$ cat config.mk
export PLATFORM = sky130hd
export DESIGN_NAME = cbb_queue
export DESIGN_NICKNAME = d
export VERILOG_FILES = /design/src/sv/cbb_pkg.sv /design/src/sv/cbb_queue.sv
export VERILOG_INCLUDE_DIRS = /design/src /design/src/sv
export SDC_FILE = /design/constraint.sdc
export NUM_CORES = 1
export LEC_CHECK = 0
export BUFFER_PORTS_ARGS = -buffer_cell sky130_fd_sc_hd__clkbuf_2
export CORE_ASPECT_RATIO = 0.9
export CORE_MARGIN = 2
export CORE_UTILIZATION = 55
export CTS_BUF_LIST = sky130_fd_sc_hd__clkbuf_16
export DETAILED_ROUTE_END_ITERATION = 10
export HOLD_SLACK_MARGIN = 0.06
export PLACE_DENSITY = 0.77
export SYNTH_ARGS = -nofsm -noshare
export SYNTH_HDL_FRONTEND = slang
export SYNTH_SLANG_ARGS = --single-unit
$ cat constraint.sdc
create_clock -name i_clk -period 5.58 [get_ports i_clk]
set_clock_uncertainty 0.15 [all_clocks]
set_input_delay 0.837 -clock i_clk [delete_from_list [all_inputs] [get_ports i_clk]]
set_output_delay 0.837 -clock i_clk [all_outputs]
set_load 0.05 [all_outputs]
$ cat src/sv/assert_macros.svh
// Assertion macros shared by the cubic B-spline basis evaluator RTL.
`ifndef ASSERT_MACROS_SVH
`define ASSERT_MACROS_SVH

// Checks that the consequent holds in the same cycle as the antecedent.
`define CBB_ASSERT_IMP(label, clk, rst_n, ante, cons, msg) \
    label: assert property (@(posedge clk) disable iff (!rst_n) (ante) |-> (cons)) \
        else $error(msg);

// Checks that the consequent holds in the cycle after the antecedent.
`define CBB_ASSERT_NXT(label, clk, rst_n, ante, cons, msg) \
    label: assert property (@(posedge clk) disable iff (!rst_n) (ante) |=> (cons)) \
        else $error(msg);

// Checks an invariant at every clock edge out of reset.
`define CBB_ASSERT_ALW(label, clk, rst_n, expr, msg) \
    label: assert property (@(posedge clk) disable iff (!rst_n) (expr)) \
        else $error(msg);

`endif

$ cat src/sv/cbb_pkg.sv
// Types and constants shared by the cubic B-spline basis evaluator modules.
package cbb_pkg;

    // Configuration register indexes.
    localparam int CFG_IDX_W = 3;
    localparam logic [CFG_IDX_W-1:0] CFG_INTERVAL_MIN  = 3'd0;
    localparam logic [CFG_IDX_W-1:0] CFG_INTERVAL_MAX  = 3'd1;
    localparam logic [CFG_IDX_W-1:0] CFG_INV_SPACING   = 3'd2;
    localparam logic [CFG_IDX_W-1:0] CFG_INV_NORM      = 3'd3;
    localparam logic [CFG_IDX_W-1:0] CFG_NUM_INTERVALS = 3'd4;

    // Field widths.
    localparam int NORM_W = 18;
    localparam int NINT_W = 6;
    // Scaled position width, wide enough for the largest fraction width and basis count.
    localparam int UW     = 33;

    // Configuration reset values.
    localparam logic signed [31:0] RST_INTERVAL_MIN  = -32'sd65536;
    localparam logic signed [31:0] RST_INTERVAL_MAX  = 32'sd65536;
    localparam logic [31:0]        RST_INV_SPACING   = 32'd327680;
    localparam logic [NORM_W-1:0]  RST_INV_NORM      = 18'd32768;
    localparam logic [NINT_W-1:0]  RST_NUM_INTERVALS = 6'd10;

    // Configuration register set.
    typedef struct packed {
        logic signed [31:0] interval_min;
        logic signed [31:0] interval_max;
        logic [31:0]        inv_spacing;
        logic [NORM_W-1:0]  inv_norm;
        logic [NINT_W-1:0]  num_intervals;
    } t_cfg;

    // One classified argument waiting for evaluation.
    typedef struct packed {
        logic signed [UW-1:0] u;
        logic signed [31:0]   c;
        logic                 is_inside;
    } t_item;

    // Sideband that travels with one basis evaluation.
    typedef struct packed {
        logic [5:0]         idx;
        logic signed [31:0] c;
        logic               is_inside;
        logic               last;
    } t_tag;

    // Segment of the cubic B-spline that a position falls in.
    typedef enum logic [1:0] {
        SEG_ZERO,
        SEG_OUTER,
        SEG_INNER
    } t_seg;

endpackage

$ cat src/sv/cbb_queue.sv
// Short queue of classified arguments between the front and back ends.
`include "assert_macros.svh"
module cbb_queue import cbb_pkg::*; #(
    parameter int DEPTH = 4
) (
    input  logic  i_clk,
    input  logic  i_rst_n,
    input  logic  i_push,
    input  t_item i_item,
    input  logic  i_pop,
    output logic  o_valid,
    output t_item o_item
);

    localparam int PW = $clog2(DEPTH);
    localparam int CW = $clog2(DEPTH + 1);

    t_item          r_mem [DEPTH];
    logic [PW-1:0]  r_wr;
    logic [PW-1:0]  r_rd;
    logic [CW-1:0]  r_count;

    assign o_valid = (r_count != '0);
    assign o_item  = r_mem[r_rd];

    // Pointers and fill level.
    always_ff @(posedge i_clk) begin
        if (!i_rst_n) begin
            r_wr    <= '0;
            r_rd    <= '0;
            r_count <= '0;
        end else begin
            if (i_push) begin
                r_wr <= (r_wr == PW'(DEPTH - 1)) ? '0 : r_wr + PW'(1);
            end
            if (i_pop) begin
                r_rd <= (r_rd == PW'(DEPTH - 1)) ? '0 : r_rd + PW'(1);
            end
            if (i_push && !i_pop) begin
                r_count <= r_count + CW'(1);
            end else if (!i_push && i_pop) begin
                r_count <= r_count - CW'(1);
            end
        end
    end

    // Entry storage.
    always_ff @(posedge i_clk) begin
        if (i_push) begin
            r_mem[r_wr] <= i_item;
        end
    end

    `CBB_ASSERT_IMP(a_no_overflow, i_clk, i_rst_n, i_push && !i_pop, r_count != CW'(DEPTH), "queue overflow")
    `CBB_ASSERT_IMP(a_no_underflow, i_clk, i_rst_n, i_pop, r_count != '0, "queue underflow")
    `CBB_ASSERT_ALW(a_count_range, i_clk, i_rst_n, r_count <= CW'(DEPTH), "queue count out of range")

endmodule

==> summary.md <==
| Metric | Value |
|---|---|
| Slew Limit Fails | 0 |
| Worst r2r src | r_wr[0] |
| Setup TNS | 0 ns |
| Flops & latches, synth | 273 |
| CP max FO | 24 |
| Fmax | 283 MHz |
| Vias/cell | ~5.6 |
| Hold Crit Class | flop to flop |
| R2r endpoint | r_mem[3][32] |
| Outcome | finished, final reports clean |
| Final setup fails | 0 |
| Via count | about 4400 |
| Dpl hpwl | around 9700 um |
| PostCTS Resize Cnt | 0 |
| DRT iter0 DRCs | approximately 240 |
| Synth top cells by count | edfxtp_1, mux4_2, dfxtp_1 |
| Port Buffer Count | 136 |
| Overall fraction of global-route tracks in use | roughly 18% |
| Area of the multi-input gates | between 1500 and 2000 sq um |
| Syn nets | about 460 |
| IO Pins | about 140 |
| Die X-Extent | between 100 and 150 um |
| FILL cells | around 1200 |
| Die Y | ~130 um |
| CTS root buffer | clkbuf_16 |
| CTS tree | yes |
| Final Power | around 0.0045 W |
| CP arrival | roughly 2.5 ns |
| Synth top area cells | edfxtp_1, mux4_2, dfxtp_1 |
| Clk slew on worst S/H paths | about 0.060 ns |
| Syn Inst Count | 387 |
| Storage cell area | approximately 8100 sq um |
| Crit share post-route | a little over three fifths |
| Cell variety after synth | 21 |
| Initial antenna violation count | 1 |
| Clock latency on the worst-skew pair | ~0.52 ns |
| Setup crit start kind | flop |
| Setup Fix Bufs, Post-CTS | 0 |
| Share of layout cells above drive strength 1 | a little over two fifths |
| R2R cell count | 2 |
| CP required | 4.59 ns |
| Final net count | a little over 600 |
| Mapped Avg Cell Area | approximately 26 sq um |
| # rows | 46 |
| First-pass GRT wire length | about 26000 um |
| Post-DRT Antenna Nets | 0 |
| DRT Pass-1 Iters | 4 |
| Worst Setup EP | o_item[33] |
| Starting Density | 56.4% |
| Register area share after synthesis | about four fifths |
| Placer Congestion | between 0.7 and 0.8 |
| Largest net degree at the start of global routing | 67 |
| Synth-to-layout area growth | 16.7% |
| Grt total ovfl | 0 |
| Synth async-reset ratio | 0% |
| Post-layout min period | approximately 3.5 ns |
| WHS | about 0.38 ns |
| Top-count cell post-synth | edfxtp_1 |
| Max IR drop VDD | approximately 290 uV |
| CTS Buf Count | 26 |
| Wirelength per Cell | between 20 and 25 um |
| Yosys top cell area share | between 70% and 80% |
| Final Core Density | 65.8% |
| DRC violations left | 0 |
| Clock Path Buffers | 3 |
| RSZ-0062 raised after global routing | false |
| Final wirelength | 16700 um |
| CTS sink count | 273 |
| Number of max-cap violations | 0 |
| Synth warn | 0 |
| Area of the core | about 18000 sq um |
| EDFF count, synth | ~260 |
| CP endpoint kind | primary output |
| # hold bufs at CTS | 0 |
| Die area | roughly 19000 sq um |
| PD cells | 385 nW/um^2 |
| Final hold violation count | 0 |
| Slew margin rel. | about a third |
| Post-synth top flop | edfxtp_1 |
| R2R setup slack | around 3.6 ns |
| Vias in the first global route | 4677 |
| LEAKAGE | between 3 and 4 nW |
| Leading area contributor after synthesis | edfxtp_1 |
| Area of the mapped netlist | ~10000 sq um |
| CTS H-tree lvls | 1 |
| Post-DP Area | roughly 11000 sq um |
| Setup CP Type | flop to primary output |
| Worst-Margin Slew | just over 1 ns |
| Final Cell Area | ~12000 sq um |
==> worst min-delay path by stage <==
stage | startpoint | slack [ns] | cells past startpoint | endpoint
floorplan | r_count[2] | 0.31 | 2 | r_count[2]
global placement | r_count[2] | 0.32 | 2 | r_count[2]
detailed placement | r_count[2] | 0.37 | 2 | r_count[2]
CTS | i_item[6] | 0.36 | 1 | r_mem[3][6]
global route | i_item[47] | 0.37 | 1 | r_mem[2][47]
finish | r_count[2] | 0.38 | 2 | r_count[2]
==> final cells by class <==
cell class                      count  area share (%)
Sequential cell                   273            69.8
Multi-Input combinational cell     96            15.1
Timing Repair Buffer              138            5.98
Clock buffer                       27            5.81
Tap cell                          240            2.58
Clock inverter                     19           0.656
Inverter                            4           0.129
Antenna cell                        1          0.0215
==> through the flow <==
step,cells,worst slack [ns]
after CTS,797,1.95
after global routing,798,1.86
final,798,2.05
after global placement,751,2.51
after floorplan,387,2.61
after detailed placement,751,2.51
==> critical path, cell delays in order, from the launching register on <==
cell and delay, ns:
dfxtp_4 0.64, buf_4 0.51, mux4_2 0.60, clkbuf_2 0.26
==> report_power, final <==
part           total (W)  internal [W]  switching, W
logic           0.000550      0.000166      0.000384
clock network    0.00154      0.000864      0.000673
registers        0.00239       0.00235     0.0000442
total            0.00448       0.00338       0.00110
==> kinds of logic (layout without fill, tap and decap cells) <==
| family | Yosys count | in the layout | synth area share (%) |
|---|---|---|---|
| DFF | 273 | 273 | 81.3 |
| muxes | 70 | 70 | 15.3 |
| buffers and inverters | 18 | 188 | 1.19 |
| and+or+nand+nor | 14 | 14 | 0.841 |
| adders and majority gates | 7 | 7 | 0.954 |
| AOI/OAI and AO/OA | 3 | 3 | 0.201 |
| xor gates and xnor gates | 2 | 2 | 0.176 |
| other | 0 | 1 | 0 |
==> routing by layer <==
| layer | GRT usage (%) | wire length (um) |
|---|---|---|
| met5 | 0 | 0 |
| met4 | 3.76 | 208 |
| met3 | 4.83 | 1260 |
| met2 | 28.9 | 8270 |
| met1 | 24.8 | 7010 |
==> layout by cell type, fill, tap and decap left out <==
master / Yosys / routed
edfxtp_1: 264 / 264
clkbuf_2: 0 / 136
mux4_2: 66 / 66
clkbuf_16: 0 / 27
inv_1: 4 / 17
dfxtp_1: 9 / 7
ha_1: 6 / 6
nor2b_1: 5 / 5
clkinv_1: 0 / 5
and2_4: 0 / 4
mux2i_1: 4 / 4
or3_1: 2 / 2
dfxtp_4: 0 / 2
buf_4: 2 / 2
diode_2: 0 / 1
xnor2_1: 1 / 1
and2_1: 5 / 1
nor2_1: 1 / 1
nor3_1: 1 / 1
o21a_1: 1 / 1
xor2_1: 1 / 1
o21ai_0: 1 / 1
a21boi_0: 1 / 1
fa_1: 1 / 1
clkinv_4: 0 / 1
==> flip-flops by register name, indices dropped and copies added (netlist names), named ones only <==
| signal | count |
|---|---|
| r_mem | 264 |
| r_count | 3 |
| r_wr | 2 |
| r_rd | 2 |
(Power assumes the default switching activity.)
