File: src/sv/assert_macros.svh
// Assertion macros shared by the cubic B-spline basis evaluator RTL.
`ifndef ASSERT_MACROS_SVH
`define ASSERT_MACROS_SVH

// Checks that the consequent holds in the same cycle as the antecedent.
`define CBB_ASSERT_IMP(label, clk, rst_n, ante, cons, msg) \
    label: assert property (@(posedge clk) disable iff (!rst_n) (ante) |-> (cons)) \
        else $error(msg);

// Checks that the consequent holds in the cycle after the antecedent.
`define CBB_ASSERT_NXT(label, clk, rst_n, ante, cons, msg) \
    label: assert property (@(posedge clk) disable iff (!rst_n) (ante) |=> (cons)) \
        else $error(msg);

// Checks an invariant at every clock edge out of reset.
`define CBB_ASSERT_ALW(label, clk, rst_n, expr, msg) \
    label: assert property (@(posedge clk) disable iff (!rst_n) (expr)) \
        else $error(msg);

`endif

File: src/sv/cbb_pkg.sv
// Types and constants shared by the cubic B-spline basis evaluator modules.
package cbb_pkg;

    // Configuration register indexes.
    localparam int CFG_IDX_W = 3;
    localparam logic [CFG_IDX_W-1:0] CFG_INTERVAL_MIN  = 3'd0;
    localparam logic [CFG_IDX_W-1:0] CFG_INTERVAL_MAX  = 3'd1;
    localparam logic [CFG_IDX_W-1:0] CFG_INV_SPACING   = 3'd2;
    localparam logic [CFG_IDX_W-1:0] CFG_INV_NORM      = 3'd3;
    localparam logic [CFG_IDX_W-1:0] CFG_NUM_INTERVALS = 3'd4;

    // Field widths.
    localparam int NORM_W = 18;
    localparam int NINT_W = 6;
    // Scaled position width, wide enough for the largest fraction width and basis count.
    localparam int UW     = 33;

    // Configuration reset values.
    localparam logic signed [31:0] RST_INTERVAL_MIN  = -32'sd65536;
    localparam logic signed [31:0] RST_INTERVAL_MAX  = 32'sd65536;
    localparam logic [31:0]        RST_INV_SPACING   = 32'd327680;
    localparam logic [NORM_W-1:0]  RST_INV_NORM      = 18'd32768;
    localparam logic [NINT_W-1:0]  RST_NUM_INTERVALS = 6'd10;

    // Configuration register set.
    typedef struct packed {
        logic signed [31:0] interval_min;
        logic signed [31:0] interval_max;
        logic [31:0]        inv_spacing;
        logic [NORM_W-1:0]  inv_norm;
        logic [NINT_W-1:0]  num_intervals;
    } t_cfg;

    // One classified argument waiting for evaluation.
    typedef struct packed {
        logic signed [UW-1:0] u;
        logic signed [31:0]   c;
        logic                 is_inside;
    } t_item;

    // Sideband that travels with one basis evaluation.
    typedef struct packed {
        logic [5:0]         idx;
        logic signed [31:0] c;
        logic               is_inside;
        logic               last;
    } t_tag;

    // Segment of the cubic B-spline that a position falls in.
    typedef enum logic [1:0] {
        SEG_ZERO,
        SEG_OUTER,
        SEG_INNER
    } t_seg;

endpackage

File: src/sv/cbb_front.sv
// Front end: accepts arguments, clamps them and scales them to knot units.
module cbb_front import cbb_pkg::*; #(
    parameter int FRAC_BITS   = 16,
    parameter int MAX_BASIS   = 64,
    parameter int QUEUE_DEPTH = 4
) (
    input  logic               i_clk,
    input  logic               i_rst_n,
    input  logic               i_start,
    output logic               o_busy,
    input  logic signed [31:0] i_argument,
    input  t_cfg               i_cfg,
    input  logic               i_pop,
    output logic               o_push,
    output t_item              o_item
);

    localparam int OCCW = $clog2(QUEUE_DEPTH + 1);
    localparam logic [63:0] CAP = 64'(MAX_BASIS + 8) << FRAC_BITS;

    logic               w_accept;
    logic [OCCW-1:0]    r_occ;
    logic [OCCW-1:0]    n_occ;

    logic               r_f1_v;
    logic signed [31:0] r_f1_c;
    logic               r_f1_inside;
    logic signed [31:0] n_f1_c;
    logic               n_f1_inside;

    logic               r_f2_v;
    logic [31:0]        r_f2_mag;
    logic               r_f2_neg;
    logic signed [31:0] r_f2_c;
    logic               r_f2_inside;
    logic signed [32:0] n_f2_diff;

    logic               r_f3_v;
    logic [63:0]        r_f3_prod;
    logic               r_f3_neg;
    logic signed [31:0] r_f3_c;
    logic               r_f3_inside;
    logic [63:0]        w_pos;
    logic [63:0]        w_sat;

    // Items in flight count against the queue so that a push always finds room.
    assign o_busy   = (r_occ == OCCW'(QUEUE_DEPTH));
    assign w_accept = i_start && !o_busy;

    always_comb begin
        n_occ = r_occ;
        if (w_accept && !i_pop) begin
            n_occ = r_occ + OCCW'(1);
        end else if (!w_accept && i_pop) begin
            n_occ = r_occ - OCCW'(1);
        end
    end

    // Clamp to the interval; the lower bound is checked first.
    always_comb begin
        n_f1_c      = i_argument;
        n_f1_inside = 1'b1;
        if (i_argument < i_cfg.interval_min) begin
            n_f1_c      = i_cfg.interval_min;
            n_f1_inside = 1'b0;
        end else if (i_argument > i_cfg.interval_max) begin
            n_f1_c      = i_cfg.interval_max;
            n_f1_inside = 1'b0;
        end
    end

    // Offset from the lower bound, split into sign and magnitude.
    assign n_f2_diff = {r_f1_c[31], r_f1_c} - {i_cfg.interval_min[31], i_cfg.interval_min};

    // Scaled position, saturated in magnitude.
    always_comb begin
        w_pos = r_f3_prod >> FRAC_BITS;
        w_sat = (w_pos > CAP) ? CAP : w_pos;
    end

    assign o_push           = r_f3_v;
    assign o_item.u         = r_f3_neg ? -UW'(w_sat) : UW'(w_sat);
    assign o_item.c         = r_f3_c;
    assign o_item.is_inside = r_f3_inside;

    // Control state.
    always_ff @(posedge i_clk) begin
        if (!i_rst_n) begin
            r_occ  <= '0;
            r_f1_v <= 1'b0;
            r_f2_v <= 1'b0;
            r_f3_v <= 1'b0;
        end else begin
            r_occ  <= n_occ;
            r_f1_v <= w_accept;
            r_f2_v <= r_f1_v;
            r_f3_v <= r_f2_v;
        end
    end

    // Datapath stages.
    always_ff @(posedge i_clk) begin
        r_f1_c      <= n_f1_c;
        r_f1_inside <= n_f1_inside;

        r_f2_neg    <= n_f2_diff[32];
        r_f2_mag    <= n_f2_diff[32] ? 32'(-n_f2_diff) : n_f2_diff[31:0];
        r_f2_c      <= r_f1_c;
        r_f2_inside <= r_f1_inside;

        r_f3_prod   <= 64'(r_f2_mag) * 64'(i_cfg.inv_spacing);
        r_f3_neg    <= r_f2_neg;
        r_f3_c      <= r_f2_c;
        r_f3_inside <= r_f2_inside;
    end

endmodule

File: config.mk
export PLATFORM = sky130hd
export DESIGN_NAME = cbb_front
export DESIGN_NICKNAME = d
export VERILOG_FILES = /design/src/sv/assert_macros.svh /design/src/sv/cbb_pkg.sv /design/src/sv/cbb_front.sv
export SDC_FILE = /design/constraint.sdc
export NUM_CORES = 2
export LEC_CHECK = 0
export ABC_AREA = 0
export BUFFER_PORTS_ARGS = -buffer_cell sky130_fd_sc_hd__buf_2
export CORE_MARGIN = 2
export CORE_UTILIZATION = 35
export CTS_CLUSTER_SIZE = 14
export DETAILED_ROUTE_END_ITERATION = 7
export PLACE_DENSITY = 0.58
export SLEW_MARGIN = 20
export SYNTH_ARGS = -nofsm -noshare
export SYNTH_HDL_FRONTEND = slang
export SYNTH_SLANG_ARGS = --single-unit
File: constraint.sdc
create_clock -name i_clk -period 10.5 [get_ports i_clk]
set_input_delay 2.1 -clock i_clk [delete_from_list [all_inputs] [get_ports i_clk]]
set_output_delay 2.1 -clock i_clk [all_outputs]
set_load 0.03 [all_outputs]
==> results.py <==
metrics = {
    "outcome": {
        "result_of_the_run": "finished, final reports clean",
    },
    "cells_and_area": {
        "seqCellArea_um2": 3769,
        "final_net_count": 6103,
        "area.growth.synth_to_final_pct": 7.966,
        "drive_gt1_share_pct": 7.736,
        "area_of_combinational_cells_with_multiple_inputs_um2": 34120,
        "fillers": 12140,
    },
    "clock_tree": {
        "post_cts_resize_count": 0,
        "cts_root_buffer": "sky130_fd_sc_hd__clkbuf_16",
        "clock_tree.htree_level_count": 4,
        "post_cts.repair.setup_buffers": 0,
        "path_clk_slew_ps": 80,
        "cts_sinks": 187,
        "cts-hold-fix-buffers": 0,
        "cts_inserted_buffers": 17,
        "insertion_delay_ps": 510,
        "cts_max_path_buffers": 2,
        "cts_tree": "yes",
    },
    "min_path": {
        "start_point_of_the_worst_hold_path": "r_f2_c[0]",
        "hold-path-cell-count": 0,
        "hold_class": "register to register",
    },
    "yosys": {
        "portion_of_netlist_area_occupied_by_mux_cells_pct": 1.615,
        "synth_edf_count": 0,
        "ys_seq_area_share_pct": 8.834,
        "synth_compound_area_share_pct": 6.189,
        "synth-warning-count": 0,
        "net_count_after_synthesis": 6042,
        "synth_top_family_by_area": "adder cells",
        "synth_xor_area_share_pct": 2.418,
        "async_reset_ff_share_pct": 0,
        "synth_area_leader_cell": "sky130_fd_sc_hd__fa_1",
        "yosys-top-cells-area": "sky130_fd_sc_hd__fa_1 (42%), sky130_fd_sc_hd__ha_1 (11%), sky130_fd_sc_hd__and2_1 (9.2%)",
        "syn_avg_cell_area_um2": 9.150,
        "ys_top_cells_by_count": "sky130_fd_sc_hd__inv_1 (960), sky130_fd_sc_hd__fa_1 (897), sky130_fd_sc_hd__and2_1 (621), sky130_fd_sc_hd__nand2_1 (518), sky130_fd_sc_hd__ha_1 (358)",
        "synthDominantCellAreaShare_pct": 42.38,
        "count_of_different_cell_masters_after_synthesis": 77,
        "yosys_most_used_dff": "sky130_fd_sc_hd__dfxtp_1",
        "synth_cells": 4631,
        "synth-simple-area-share_pct": 17.34,
        "synthAdderAreaFrac_pct": 52.95,
        "synth_area_um2": 42380,
        "yosys.cell_count.top_type": "sky130_fd_sc_hd__inv_1",
        "ys_seq_elements": 187,
    },
    "timing": {
        "max_slew.worst_pin.slew_ps": 1164,
        "fin_worst_hold_slack_ps": 323.1,
        "grt_setup_unrepaired": "false",
        "fin_skew_ps": 14.56,
        "sum_neg_setup_slack_ps": 0,
        "max-slew-margin-rel_pct": 22.42,
        "period_needed_ps": 9846,
        "setup_viol": 0,
        "timing.fmax_mhz": 101.6,
        "timing_hold_violations_final": 0,
        "finalWorstSetupSlack_ps": 653.7,
        "timing_max_transition_violations_final": 0,
        "final.period_utilization_pct": 93.77,
    },
    "drt": {
        "drc_errors": 0,
        "detailroute.via_count": 31200,
        "wire_per_inst_um": 19.29,
        "dr.first_iter.drc_count": 1989,
        "totalWireLength_um": 121900,
        "drt-pass1-iter-count": 5,
        "route.antenna.remaining_nets": 0,
        "via_count_normalized_by_instance_count": 4.937,
    },
    "die": {
        "floorplan.initialDensity_pct": 35.32,
        "placementRows": 127,
        "floorplan.die.height_um": 352.0,
        "design.core.area_um2": 120000,
        "io-pin-count": 224,
        "die_area_um2": 123900,
        "die_w_um": 352.0,
    },
    "placed_design": {
        "dpl_worst_slack_ps": 139.5,
        "count_of_buffers_from_port_buffering": 199,
        "gpl.final_weighted_congestion": 0.8965,
        "post-dp-hpwl_um": 94710,
    },
    "critical_path": {
        "cp_common_cell": "sky130_fd_sc_hd__fa_1",
        "crit_path_start_kind": "input pin",
        "worstReg2RegStart": "r_f2_mag[14]",
        "worst-path-max-fanout": 17,
        "setup.worst_path.start": "i_cfg[32]",
        "timing.setup.critical_path_class": "input pin to register",
        "worstSetupEndpointType": "register",
        "critical_path.reg2reg.endpoint": "r_f3_prod[54]",
        "reg_to_reg_setup_timing_slack_ps": 1730,
        "critPathSlowestCell": "sky130_fd_sc_hd__fa_1",
        "cp_data_required_time_ps": 10900,
        "crit_end": "r_f3_prod[54]",
        "worst_r2r_path_depth": 26,
        "cp_slowest_stage_delay_ps": 570,
        "cp.arrival_ps": 10240,
    },
    "global_routing": {
        "antenna_violations_before_repair": 12,
        "grt_pass1_vias": 33320,
        "grt-ovfl-total": 0,
        "grt_start_max_net_pins": 46,
        "track_usage_pct": 20.05,
        "grt_pass1_wl_um": 192100,
    },
    "run": {
        "max_cap_violations": 0,
    },
}
==> critical path, delay by kind of cell <==
family                     cells  cell delay, ps
adders and majority gates      9            4020
buffers and inverters          8            1360
and+or+nand+nor                3             980
AOI/OAI and AO/OA              8            1730
==> routing by layer <==
metal	vias to the layer above	track usage (%)	part of all wire (%)
met4	12	5.082	2.3
met1	15960	26.65	43
met5	-	0	0.067
li1	14080	-	-
met2	968	33.00	47
met3	186	4.446	7.4
==> how the worst min path moves through the flow <==
stage / end / slack, ps
final: r_f3_c[0] / 320
after global routing: r_f3_c[28] / 330
after CTS: r_f3_c[0] / 330
after detailed placement: r_f3_c[21] / 310
after global placement: r_f3_c[29] / 310
after floorplan: r_f2_inside / 310
==> cell type report <==
class / count / share of cell area (%)
multi-input cells: 3245 / 74.57
clock inverters: 14 / 0.3829
repair buffers: 280 / 3.561
flip-flops and latches: 187 / 8.237
clock buffers: 18 / 0.9380
diodes: 3 / 0.01641
inverters: 961 / 7.884
well taps: 1612 / 4.408
==> cells by family (layout without fill, tap and decap cells) <==
group                    count (synthesis)  count (layout)
flip-flops                             187             187
buffers and inverters                 1199            1273
multiplexers                            68              68
XOR/XNOR                               117             117
adder cells (fa/ha/maj)               1255            1255
other                                    0               3
AO/OA/AOI/OAI                          396             396
AND/OR/NAND/NOR                       1409            1409
==> metrics by stage <==
| stage | std cells | utilization (%) | area, um^2 |
|---|---|---|---|
| after floorplan | 4631 | - | 42380 |
| after global placement | 6285 | 37.63 | 45140 |
| after detailed placement | 6285 | 37.63 | 45140 |
| after CTS | 6317 | 38.13 | 45740 |
| after global routing | 6317 | 38.13 | 45740 |
| final | 6320 | 38.14 | 45750 |
==> sequential cells by signal, indices dropped and copies added, names as in the netlist <==
name / cells
r_f3_neg: 1
r_f1_c: 32
r_occ: 3
o_push: 1
r_f3_inside: 1
r_f2_v: 1
r_f1_inside: 1
r_f3_prod: 48
r_f3_c: 32
r_f2_neg: 1
r_f2_c: 32
r_f2_mag: 32
r_f2_inside: 1
r_f1_v: 1
==> layout by cell type, fill, tap and decap left out, drive strengths merged, types with 11 or more instances in the layout <==
cell type / instances
a211oi: 16
a21o: 69
a21oi: 110
a31oi: 13
and2: 622
buf: 280
clkbuf: 18
dfxtp: 187
fa: 897
ha: 358
inv: 966
mux2i: 65
nand2: 518
nand2b: 11
nand3: 33
nand4: 36
nor2: 76
nor2b: 17
nor3: 35
nor4: 15
o21a: 14
o21ai: 77
o21bai: 16
o31ai: 17
or3: 14
xnor2: 77
xor2: 40
Power is not shown: default switching activity piles up to over one toggle a cycle in this logic, so the estimate is an artifact.
